File: src/qph_pkg.sv
// shared types, constants and codes of the quadratic probe hash table
package qph_pkg;

  localparam int TABLE_DEPTH_DEF = 1024;
  localparam int CFG_W           = 11;
  localparam int NUM_W           = 16;
  localparam int YEAR_W          = 14;
  localparam int PROF_W          = 32;
  localparam int KEY_W           = YEAR_W + NUM_W + PROF_W;
  localparam int SLOT_W          = 10;
  localparam int PROBE_W         = 11;
  localparam int PADDR_W         = 3;
  localparam int PDATA_W         = 32;

  localparam logic [CFG_W-1:0] TABLE_SIZE_RST = CFG_W'(1024);

  localparam logic REG_TABLE_SIZE = 1'b0;

  localparam logic OP_INSERT = 1'b0;
  localparam logic OP_SEARCH = 1'b1;

  localparam logic [1:0] STAT_INSERTED  = 2'd0;
  localparam logic [1:0] STAT_DROPPED   = 2'd1;
  localparam logic [1:0] STAT_FOUND     = 2'd2;
  localparam logic [1:0] STAT_NOT_FOUND = 2'd3;

  typedef struct packed {
    logic              opcode;
    logic [YEAR_W-1:0] course_year;
    logic [NUM_W-1:0]  course_number;
    logic [PROF_W-1:0] professor_id;
  } qph_in_t;

  typedef struct packed {
    logic [1:0]         status;
    logic [SLOT_W-1:0]  slot;
    logic [PROBE_W-1:0] probe_count;
    logic               collided;
  } qph_out_t;

  typedef enum logic [2:0] {
    ST_CLEAR,
    ST_IDLE,
    ST_DIV,
    ST_READ,
    ST_CHECK,
    ST_STEP,
    ST_DONE
  } qph_state_t;

  typedef struct packed {
    logic       clear;
    logic       load;
    logic       home;
    logic       check;
    logic       insert_wr;
    logic       finish;
    logic [1:0] res_status;
    logic       step;
    logic       out_load;
  } qph_cmd_t;

  typedef struct packed {
    logic empty;
    logic match;
    logic bound;
    logic is_search;
    logic clr_last;
    logic div_done;
    logic out_free;
  } qph_status_t;

endpackage

File: src/qph_ctrl.sv
// controller: clearing pass, home slot, probe loop and result hand-off
module qph_ctrl (
  input  logic                 clk,
  input  logic                 rst,
  input  logic                 item_valid,
  output logic                 item_ready,
  input  qph_pkg::qph_status_t st,
  output qph_pkg::qph_cmd_t    cmd
);
  import qph_pkg::*;

  qph_state_t state;
  qph_state_t state_next;
  logic       decided;
  logic [1:0] code;

  // outcome of the slot just read
  always_comb begin
    decided = 1'b0;
    code    = STAT_NOT_FOUND;
    if (!st.is_search) begin
      if (st.empty) begin
        decided = 1'b1;
        code    = STAT_INSERTED;
      end else if (st.bound) begin
        decided = 1'b1;
        code    = STAT_DROPPED;
      end
    end else begin
      if (st.empty) begin
        decided = 1'b1;
        code    = STAT_NOT_FOUND;
      end else if (st.match) begin
        decided = 1'b1;
        code    = STAT_FOUND;
      end else if (st.bound) begin
        decided = 1'b1;
        code    = STAT_NOT_FOUND;
      end
    end
  end

  always_ff @(posedge clk) begin
    if (rst) begin
      state <= ST_CLEAR;
    end else begin
      state <= state_next;
    end
  end

  always_comb begin
    state_next = state;
    case (state)
      ST_CLEAR: begin
        if (st.clr_last) state_next = ST_IDLE;
      end
      ST_IDLE: begin
        if (item_valid) state_next = ST_DIV;
      end
      ST_DIV: begin
        if (st.div_done) state_next = ST_READ;
      end
      ST_READ: begin
        state_next = ST_CHECK;
      end
      ST_CHECK: begin
        state_next = decided ? ST_DONE : ST_STEP;
      end
      ST_STEP: begin
        state_next = ST_READ;
      end
      ST_DONE: begin
        if (st.out_free) state_next = ST_IDLE;
      end
      default: begin
        state_next = ST_CLEAR;
      end
    endcase
  end

  always_comb begin
    cmd        = '0;
    item_ready = 1'b0;
    case (state)
      ST_CLEAR: begin
        cmd.clear = 1'b1;
      end
      ST_IDLE: begin
        item_ready = 1'b1;
        cmd.load   = item_valid;
      end
      ST_DIV: begin
        cmd.home = st.div_done;
      end
      ST_CHECK: begin
        cmd.check      = 1'b1;
        cmd.finish     = decided;
        cmd.res_status = code;
        cmd.insert_wr  = decided && (code == STAT_INSERTED);
      end
      ST_STEP: begin
        cmd.step = 1'b1;
      end
      ST_DONE: begin
        cmd.out_load = st.out_free;
      end
      default: begin
        cmd = '0;
      end
    endcase
  end

endmodule

File: config.mk
export PLATFORM = sky130hd
export DESIGN_NAME = qph_ctrl
export DESIGN_NICKNAME = d
export VERILOG_FILES = /design/src/qph_pkg.sv /design/src/qph_ctrl.sv
export SDC_FILE = /design/constraint.sdc
export NUM_CORES = 1
export LEC_CHECK = 0
export BUFFER_PORTS_ARGS = -buffer_cell sky130_fd_sc_hd__buf_2
export CAP_MARGIN = 30
export CELL_PAD_IN_SITES_DETAIL_PLACEMENT = 0
export CELL_PAD_IN_SITES_GLOBAL_PLACEMENT = 1
export CORE_MARGIN = 3
export CORE_UTILIZATION = 24
export CTS_CLUSTER_SIZE = 12
export DETAILED_ROUTE_END_ITERATION = 7
export GPL_TIMING_DRIVEN = 0
export HOLD_SLACK_MARGIN = 0.02
export PLACE_DENSITY = 0.69
export SLEW_MARGIN = 10
export SYNTH_ARGS = -nofsm -noshare
export SYNTH_HDL_FRONTEND = slang
export SYNTH_SLANG_ARGS = --single-unit
File: constraint.sdc
create_clock -name clk -period 1.3 [get_ports clk]
set_clock_uncertainty 0.2 [all_clocks]
set_input_delay 0.26 -clock clk [delete_from_list [all_inputs] [get_ports clk]]
set_output_delay 0.26 -clock clk [all_outputs]
set_load 0.1 [all_outputs]
Word-level counts from Yosys, hierarchy flattened
Index checks and enable logic that the tools add are counted.
Widths: inputs -> output; s select.
Word-level totals
  bits in registers: 3
  input bits: 10
  output and inout port bits: 11
  word-level logic and storage cells: 38
Operators by class
  equality and inequality tests: 10
  multiplexer cells: 23
  reductions and logical operators: 4
Operator list (number)
  $pmux 3 s7: 1
  $mux 1: 13
  $mux 3: 4
  $eq 3x3->1 const B: 3
  $mux 2: 4
  $ne 2x2->1 const B: 4
  $eq 3x2->1 const B: 2
  $mux 5: 1
  $reduce_and 4->1: 1
  $eq 3x1->1 const B: 1
  $logic_not 3->1: 1
  $logic_not 2->1: 1
  $logic_and 1x1->1: 1

Longest topological paths before layout
Gate-level depths: netlist of run 1.
  depth in word-level cells: 6
  depth in mapped cells: 4
  depth with buffers taken out: 3

Least setup slack after synthesis of run 1
OpenSTA, ideal clock, no wires.
  kind: flip-flop to output port
  start: reg state[1]
  end: out cmd[9] (netlist name)
  arrival: 2.532 ns
  path slack: -1.692 ns
  cell stages (with the launch flop): 3
  path buffers: 1
  cells stage by stage: dfxtp_1 > buf_4 > nor3_1
RTL lines
  from (decl): line qph_ctrl.sv:12  | qph_state_t state;
  from (signal assigned): line qph_ctrl.sv:47  | state <= state_next;
  to (decl): line qph_ctrl.sv:8  | output qph_pkg::qph_cmd_t cmd

==> results of run 1 <==
## cell families (layout without fill, tap and decap cells)
kind of cell           Yosys count  in the layout  synth area share [%]
DFF                              3              3                  17.7
buffers and inverters            4             44                  8.85
AOI/OAI and AO/OA                9              9                  27.3
muxes                            1              1                  2.95
and+or+nand+nor                 24             24                  43.2
## report_power, final
group | switching, W | internal (W)
clock | 0.0000581 | 0.000116
sequential | 0.00000418 | 0.000103
combinational | 0.000261 | 0.000196
total | 0.000324 | 0.000414
## metrics by stage
| step | std cells | area, µm² | TNS [ps] | setup slack (ps) | hold slack, ps |
|---|---|---|---|---|---|
| 2_1_floorplan | 41 | 402 | -4970 | -744 | 122 |
| 3_3_place_gp | 75 | 519 | -4330 | -538 | 282 |
| 3_5_place_dp | 75 | 519 | -4260 | -537 | 287 |
| 4_1_cts | 88 | 795 | -5210 | -603 | 32.3 |
| 5_1_grt | 95 | 891 | -6880 | -644 | 38.4 |
| 6_report | 95 | 891 | -6200 | -596 | 34.7 |
## layout make-up
cell class,count,area (µm²),area share (%)
multi-input combinational,34,332,37.2
timing repair buffer,36,412,46.2
tap,14,17.5,1.97
inverter,1,3.75,0.421
sequential,3,66.3,7.44
buffer,3,33.8,3.79
clock buffer,4,26.3,2.95
## metal layers
metal,wire [µm],up-vias
li1,-,226
met1,569,222
met2,750,10
met3,60,0
met4,0,0
met5,0,-
## final timing paths
kind / to / from / cells past startpoint
setup / recovery: cmd[3] / state[0] / 4
hold / removal: state[0] / rst / 2
setup reg to reg: state[1] / state[2] / 7
hold reg to reg: state[1] / state[1] / 2
## placed cells by master, fill, tap and decap left out, types with 2 or more instances in the layout
master,n
buf_12,11
buf_4,10
buf_2,9
buf_6,8
nor2_4,6
clkbuf_4,3
nand2_1,2
nor2_1,2
nand2_2,2
nand3b_1,2
nand2b_1,2
dfxtp_2,2
## worst reg2reg max path, stage by stage, from the launching register on
cell	delay, ps
dfxtp_2	310
buf_4	120
buf_6	110
buf_6	120
buf_6	110
nand2_2	50
nand2b_1	70
a2111oi_2	330
## what timing repair did
| item | 4_1_cts | 5_1_grt |
|---|---|---|
| pin swaps | 3 | 10 |
| setup endpoints to repair | 13 | 13 |
| gates cloned | 1 | 0 |
| endpoints found under the hold margin | 0 | 0 |
| buffers inserted | 8 | 8 |
| resized for setup | 51 | 12 |
==> results.py, run 1 <==
metrics = {
    "floorplanning": {
        "num_io_pins": 21,
        "row_count": 12,
        "core_um2": 1220,
        "dieArea_um2": 1900,
        "fp.dieW_um": 43.6,
        "initial_core_util_pct": 27.9,
        "die_h_um": 43.6,
    },
    "timing": {
        "tightest_slew_ps": 474,
        "layout_min_cycle_time_ps": 1900,
        "max_slew_margin_pct": 68.3,
        "setup_viol": 14,
        "rsz0062_at_grt": "true",
        "slew_viol_final": 0,
        "fin_ws_ps": -596,
        "max_freq_mhz": 528,
        "min_period_over_period_pct": 146,
        "final-hold-violation-count": 0,
    },
    "clock_network": {
        "clockBufferDepth": 2,
        "ctsHtreeMaxLevel": 1,
        "cts_tree": "yes",
        "cts_made_buffers": 3,
        "root_buffer": "clkbuf_4",
        "clk_transition_reported_paths_ps": 40,
        "holdBufCountCts": 0,
        "cts_sinks": 3,
        "insertion_delay_ps": 240,
    },
    "route": {
        "vias": 458,
        "firstDrtPassIters": 4,
        "viasPerCell": 4.82,
        "drtAntennaViolNets": 0,
        "drtIter0Drc": 5,
        "wire_per_inst_um": 14.5,
        "routed_wl_um": 1380,
        "drc": 0,
    },
    "yosys": {
        "synth_area_leader_cell": "dfxtp_1",
        "async_flop_share_pct": 0,
        "synth_seq_cells": 3,
        "synth_area_per_cell_um2": 8.27,
        "synth_ff_type": "dfxtp_1",
        "synth_area_um2": 339,
        "ys_top_cells_by_count": "nor2_1 (8), nand2_1 (4), dfxtp_1 (3), nand2b_1 (3)",
        "synth_top_area_share_pct": 17.7,
        "synthesis.nets": 51,
        "yosysSeqAreaShare_pct": 17.7,
        "synth_edf_count": 0,
        "synth_warnings": 0,
        "synth_cell_type_count": 25,
        "yosysMostFrequentCell": "nor2_1",
        "synth_area_leaders": "dfxtp_1 (18%), nor2_1 (8.9%), nand3b_4 (5.9%), nand2b_1 (5.5%), a21oi_4 (4.8%)",
        "postSynthCellCount": 41,
    },
    "critical_path": {
        "cp_cell_sequence": "or3b_4, buf_4, nor2_4, buf_12",
        "crit_arrival_ps": 1440,
        "cp-end-kind": "primary output",
        "path_delay_family": "simple AND/OR/NAND/NOR gates",
        "crit_type": "flip-flop to primary output",
        "path_max_fanout": 5,
        "start_kind": "flip-flop",
        "crit_required_ps": 840,
        "cp_num_buf_inv": 2,
        "slowest_stage": "or3b_4",
        "ff2ff_setup_slack_ps": -240,
        "cpPeakStageDelay_ps": 420,
    },
    "job": {
        "drv_cap": 0,
    },
    "grt": {
        "antenna_found_initial": 0,
        "grtUsageMet3_pct": 6.22,
        "overflow": 0,
        "grtUsageTotal_pct": 14.3,
        "grt_busiest_layer": "met2",
        "grtUsageMet1_pct": 16.6,
        "grt_pass1_vias": 447,
        "grt_max_degree": 11,
        "globalRouteMet2Util_pct": 23.8,
        "grt_pass1_wl_um": 2030,
    },
    "layout": {
        "antenna_cells": 0,
        "largest_reg_flops": 3,
        "largestRegisters": "state: 3 flops",
        "fill_cells": 85,
        "syn2layout_area_growth_pct": 163,
        "final_util_pct": 73.3,
        "final_nets": 92,
        "drive_gt1_share_pct": 79.0,
        "top_register": "state",
    },
    "power_and_ir_drop": {
        "pwr_density_cell_nw_per_um2": 828,
        "total_power_w": 0.000738,
        "p_leak_nw": 0.390,
        "vdd_ir_drop_max_uv": 509,
    },
    "placement": {
        "dp_hpwl_um": 669,
        "port_buffers": 20,
        "routabilityCongestion": 0.730,
    },
    "status": {
        "outcome": "complete, but fails checks",
        "violations": "negative setup slack",
    },
    "hold_path": {
        "hold_path.class": "input pin to flip-flop",
    },
}
No activity file was read; power rests on OpenSTA's default activity.
==> run 2, diff against run 1 <==
==> constraint.sdc (replaced) <==
create_clock -name clk -period 1.3 [get_ports clk]
set_clock_uncertainty 0.2 [all_clocks]
set_input_delay 0.195 -clock clk [delete_from_list [all_inputs] [get_ports clk]]
set_output_delay 0.195 -clock clk [all_outputs]
set_load 0.1 [all_outputs]
==> run 2 against run 1 <==
Compared with the run above:
- the flow still finishes with violations (negative setup slack)
- combinational power is 6.6% higher
- final area rose by 5.9%
- core utilization rose by 4.3 points
- highest routed layer unchanged
- non-clock buffer count is 2 higher
- critical path depth is 1 lower
- sequential share of layout area fell by 0.41 points
- register-to-register slack barely moved
==> results.py, run 2 (synthesis gave the netlist of run 1 again) <==
metrics = {
    "grt": {
        "grt_pass1_vias": 460,
        "grtUsageTotal_pct": 14.6,
        "antenna_found_initial": 0,
        "overflow": 0,
        "grt_pass1_wl_um": 2090,
        "grt_max_degree": 11,
    },
    "timing": {
        "tightest_slew_ps": 415,
        "max_freq_mhz": 546,
        "min_period_over_period_pct": 141,
        "slew_viol_final": 0,
        "layout_min_cycle_time_ps": 1830,
        "final-hold-violation-count": 0,
        "max_slew_margin_pct": 72.3,
        "rsz0062_at_grt": "true",
        "fin_ws_ps": -531,
        "setup_viol": 14,
    },
    "route": {
        "drtIter0Drc": 14,
        "viasPerCell": 4.90,
        "routed_wl_um": 1390,
        "firstDrtPassIters": 4,
        "drc": 0,
        "drtAntennaViolNets": 0,
        "vias": 475,
        "wire_per_inst_um": 14.4,
    },
    "critical_path": {
        "crit_required_ps": 900,
        "rr_worst_depth": 7,
        "start_kind": "flip-flop",
        "cp-end-kind": "primary output",
        "setup.worst_path.start": "state[0]",
        "cpPeakStageDelay_ps": 430,
        "crit_type": "flip-flop to primary output",
        "path_max_fanout": 5,
        "cp_cell_sequence": "or3b_4, nor3b_4, buf_12",
        "crit_arrival_ps": 1440,
        "slowest_stage": "or3b_4",
        "r2r_start": "state[2]",
        "ff2ff_setup_slack_ps": -230,
    },
    "layout": {
        "largestRegisters": "state: 3 flops",
        "top_register": "state",
        "final_util_pct": 77.6,
        "most-common-layout-cells": "buf_4 (11), buf_12 (11), buf_2 (9), buf_6 (8), nor2_4 (6)",
        "fin_cells": 97,
        "drive_gt1_share_pct": 81.9,
        "largest_reg_flops": 3,
        "final_nets": 94,
        "syn2layout_area_growth_pct": 178,
        "antenna_cells": 0,
    },
    "hold_path": {
        "hold_path.class": "input pin to flip-flop",
        "hold_start": "item_valid",
        "hold_path_depth": 3,
    },
    "floorplanning": {
        "num_io_pins": 21,
        "dieArea_um2": 1900,
        "core_um2": 1220,
        "fp.dieW_um": 43.6,
        "initial_core_util_pct": 27.9,
        "die_h_um": 43.6,
        "row_count": 12,
    },
    "clock_network": {
        "cts_sinks": 3,
        "clk_transition_reported_paths_ps": 40,
        "ctsHtreeMaxLevel": 1,
        "clockBufferDepth": 2,
        "root_buffer": "clkbuf_4",
        "cts_tree": "yes",
        "insertion_delay_ps": 240,
        "cts_made_buffers": 3,
    },
    "job": {
        "drv_cap": 0,
    },
    "placement": {
        "routabilityCongestion": 0.730,
        "placedCellCount": 75,
        "dp_hpwl_um": 669,
        "post-place-ws_ps": -472,
        "port_buffers": 20,
    },
    "power_and_ir_drop": {
        "vdd_ir_drop_max_uv": 632,
        "total_power_w": 0.000769,
        "pwr_density_cell_nw_per_um2": 815,
        "p_leak_nw": 0.415,
    },
    "status": {
        "outcome": "complete, but fails checks",
        "violations": "negative setup slack",
    },
}
## run 2: worst max-delay path, delay by kind of cell (launching register included)
| family | cells | cell delay [ps] |
|---|---|---|
| AND/OR/NAND/NOR | 2 | 660 |
| flip-flops | 1 | 330 |
| buffers and inverters | 1 | 200 |
## run 2: routing by layer
metal | vias to the layer above | GRT usage [%] | routed length [µm]
li1 | 231 | - | -
met1 | 230 | 16.6 | 562
met2 | 14 | 25.0 | 757
met3 | 0 | 6.22 | 72
met4 | 0 | 3.61 | 0
met5 | - | 0 | 0
## run 2: path summary, 6_finish.rpt
kind	end
min reg2reg	state[1]
max reg2reg	state[1]
max	cmd[5]
min	state[0]
## run 2: what timing repair did
action	4_1_cts	5_1_grt
hold buffers	1	0
setup endpoints to repair	13	13
endpoints found under the hold margin	3	0
cloned	1	0
pin swaps	3	10
gates resized for setup	51	17
setup buffers	8	9
## run 2: cell type report
cell class                      instances  area, µm²
Timing Repair Buffer                   38        429
Fill cell                              72        273
Multi-Input combinational cell         34        367
Clock buffer                            4       26.3
Tap cell                               14       17.5
Buffer                                  3       33.8
Sequential cell                         3       66.3
Inverter                                1       3.75
## run 2: stage by stage
step	hold WS, ps	TNS [ps]	area (µm²)
4_1_cts	83.0	-4500	805
3_3_place_gp	217	-3610	519
2_1_floorplan	56.7	-4250	402
3_5_place_dp	222	-3530	519
5_1_grt	102	-6150	943
6_report	98.6	-5540	943
## run 2: power by group
part | internal, W | switching (W) | total [W]
Clock | 0.000116 | 0.0000593 | 0.000175
Sequential | 0.000103 | 0.00000440 | 0.000107
Combinational | 0.000211 | 0.000276 | 0.000487
==> run 3, diff against run 2 <==
- CORE_AREA: not set -> 3 3 40 42
- CORE_MARGIN: 3 -> not set
- CORE_UTILIZATION: 24 -> not set
- DIE_AREA: not set -> 0 0 43 45
- PLACE_DENSITY: 0.69 -> 0.81
- clock period: 1.3 -> 2.17 ns (I/O delays scaled with it)
==> run 3 against run 2 <==
Compared with the run above:
- the run now ends clean
- flip-flop and latch count did not move
- sequential share of layout area rose by 5.0 points
- sequential power fell by 39%
- clock power fell by 44%
- cell count fell by 18%
- power fell by 57%
- wire length fell by 42%
- final area fell by 47%
- die area rose by 1.9%
- register-to-register slack improved by 1100 ps
- worst hold slack improved by 13 ps
- critical path type unchanged
- largest cell class is now multi-input gates
- highest routed layer unchanged
==> results.py, run 3 (synthesis gave the netlist of run 1 again) <==
metrics = {
    "grt": {
        "grt_max_degree": 11,
        "grtUsageTotal_pct": 8.90,
        "grt_pass1_wl_um": 1330,
        "overflow": 0,
        "antenna_found_initial": 0,
        "grt_pass1_vias": 305,
    },
    "route": {
        "firstDrtPassIters": 2,
        "wire_per_inst_um": 10.2,
        "drtIter0Drc": 2,
        "routed_wl_um": 814,
        "viasPerCell": 4.51,
        "drc": 0,
        "vias": 361,
        "drtAntennaViolNets": 0,
    },
    "clock_network": {
        "holdBufCountCts": 0,
        "insertion_delay_ps": 230,
        "clockBufferDepth": 2,
        "ctsHtreeMaxLevel": 1,
        "root_buffer": "clkbuf_4",
        "clk_transition_reported_paths_ps": 40,
        "cts_made_buffers": 3,
        "cts_tree": "yes",
        "cts_sinks": 3,
    },
    "timing": {
        "fin_tns_setup_ps": 0,
        "timing.hold.ws_ps": 111,
        "min_period_over_period_pct": 96.8,
        "rsz0062_at_grt": "false",
        "layout_min_cycle_time_ps": 2100,
        "tightest_slew_ps": 487,
        "final-hold-violation-count": 0,
        "slew_viol_final": 0,
        "max_slew_margin_pct": 67.7,
        "max_freq_mhz": 476,
        "setup_viol": 0,
    },
    "layout": {
        "antenna_cells": 0,
        "drive_gt1_share_pct": 55.4,
        "final_nets": 76,
        "largest_reg_flops": 3,
        "most-common-layout-cells": "buf_2 (19), nor2_1 (5), nand2_1 (4), clkbuf_4 (4)",
        "final_util_pct": 38.9,
        "top_register": "state",
        "syn2layout_area_growth_pct": 47.2,
        "largestRegisters": "state: 3 flops",
        "final_common_cell": "buf_2",
    },
    "power_and_ir_drop": {
        "switching_share_pct": 47.7,
        "pwr-share-seq_pct": 19.6,
        "vdd_ir_drop_max_uv": 254,
        "clkPwrFrac_pct": 29.2,
        "p_sw_w": 0.000159,
        "pwr_density_cell_nw_per_um2": 666,
        "p_int_w": 0.000174,
        "comb_power_share_pct": 51.2,
        "p_leak_nw": 0.251,
    },
    "critical_path": {
        "crit_arrival_ps": 1570,
        "ff2ff_setup_slack_ps": 820,
        "cpPeakStageDelay_ps": 440,
        "cp-end-kind": "primary output",
        "path_max_fanout": 5,
        "start_kind": "flip-flop",
        "cp_cell_sequence": "or3b_4, a21oi_4, buf_2",
        "crit_type": "flip-flop to primary output",
        "slowest_stage": "buf_2",
        "crit_required_ps": 1640,
    },
    "floorplanning": {
        "fp.dieW_um": 43,
        "initial_core_util_pct": 26.4,
        "dieArea_um2": 1940,
        "num_io_pins": 21,
        "core_um2": 1280,
        "die_h_um": 45,
        "row_count": 13,
    },
    "job": {
        "drv_cap": 0,
    },
    "placement": {
        "port_buffers": 20,
        "dp_hpwl_um": 643,
        "routabilityCongestion": 0.792,
    },
    "hold_path": {
        "hold_path.class": "input pin to flip-flop",
    },
    "status": {
        "outcome": "completed",
    },
}
## run 3: changes by cell type in the layout (fill, tap and decap cells not counted), moves of 2 or more
| cell | previous run | this run |
|---|---|---|
| buf_4 | 11 | 2 |
| nor2_2 | 0 | 3 |
| nor2_1 | 2 | 5 |
| nand2_1 | 2 | 4 |
| dfxtp_1 | 0 | 3 |
| nand2b_4 | 2 | 0 |
| nor2_4 | 6 | 0 |
| buf_2 | 9 | 19 |
| dfxtp_2 | 2 | 0 |
| nand2b_1 | 1 | 3 |
| buf_6 | 8 | 1 |
| buf_12 | 11 | 0 |
## run 3: repair_timing
action | CTS | global route
setup buffers | 0 | 0
hold endpoints to repair | 0 | 0
gates resized for setup | 0 | 1
endpoints found under the setup margin | 0 | 1
## run 3: layout make-up
class                   count  area (µm²)
flip-flops and latches      3        60.1
fillers                   139         786
multi-input cells          34         262
repair buffers             20         103
clock buffers               4        26.3
inverters                   1        3.75
plain buffers               3        26.3
well taps                  15        18.8
## run 3: stage by stage
stage	instance area [µm²]	power [W]	instances	worst slack, ps
finish	499	0.000333	80	69.9
global route	499	0.000353	80	9.89
CTS	497	0.000338	80	26.2
detailed placement	470	0.000236	76	278
global placement	470	0.000237	76	277
floorplan	352	0.000206	41	-375
## run 3: metal layers
| layer | GRT usage [%] | share of wire, % | vias to the layer above |
|---|---|---|---|
| li1 | - | - | 195 |
| met1 | 12.0 | 50 | 151 |
| met2 | 13.5 | 41 | 15 |
| met3 | 1.20 | 8.2 | 0 |
| met4 | 5.42 | 0 | 0 |
| met5 | 0 | 0 | - |
## run 3: power groups by stage
stage,Clock (W),Combinational [W],Sequential (W)
floorplan,0,0.000141,0.0000644
global placement,0,0.000171,0.0000658
detailed placement,0,0.000171,0.0000657
CTS,0.000101,0.000171,0.0000650
global route,0.000108,0.000180,0.0000656
finish,0.0000972,0.000170,0.0000650
## run 3: worst paths after layout
path | from | end | cells past startpoint
worst max-delay path | state[0] | cmd[4] | 3
worst max register to register | state[0] | state[1] | 3
worst min register to register | state[1] | state[1] | 2
worst min-delay path | rst | state[0] | 2
## run 3: critical path, delay by kind of cell, from the launching register on
kind,cells,cell delay [ps]
simple gates,1,430
flops,1,340
buf+inv,1,440
compound gates,1,140
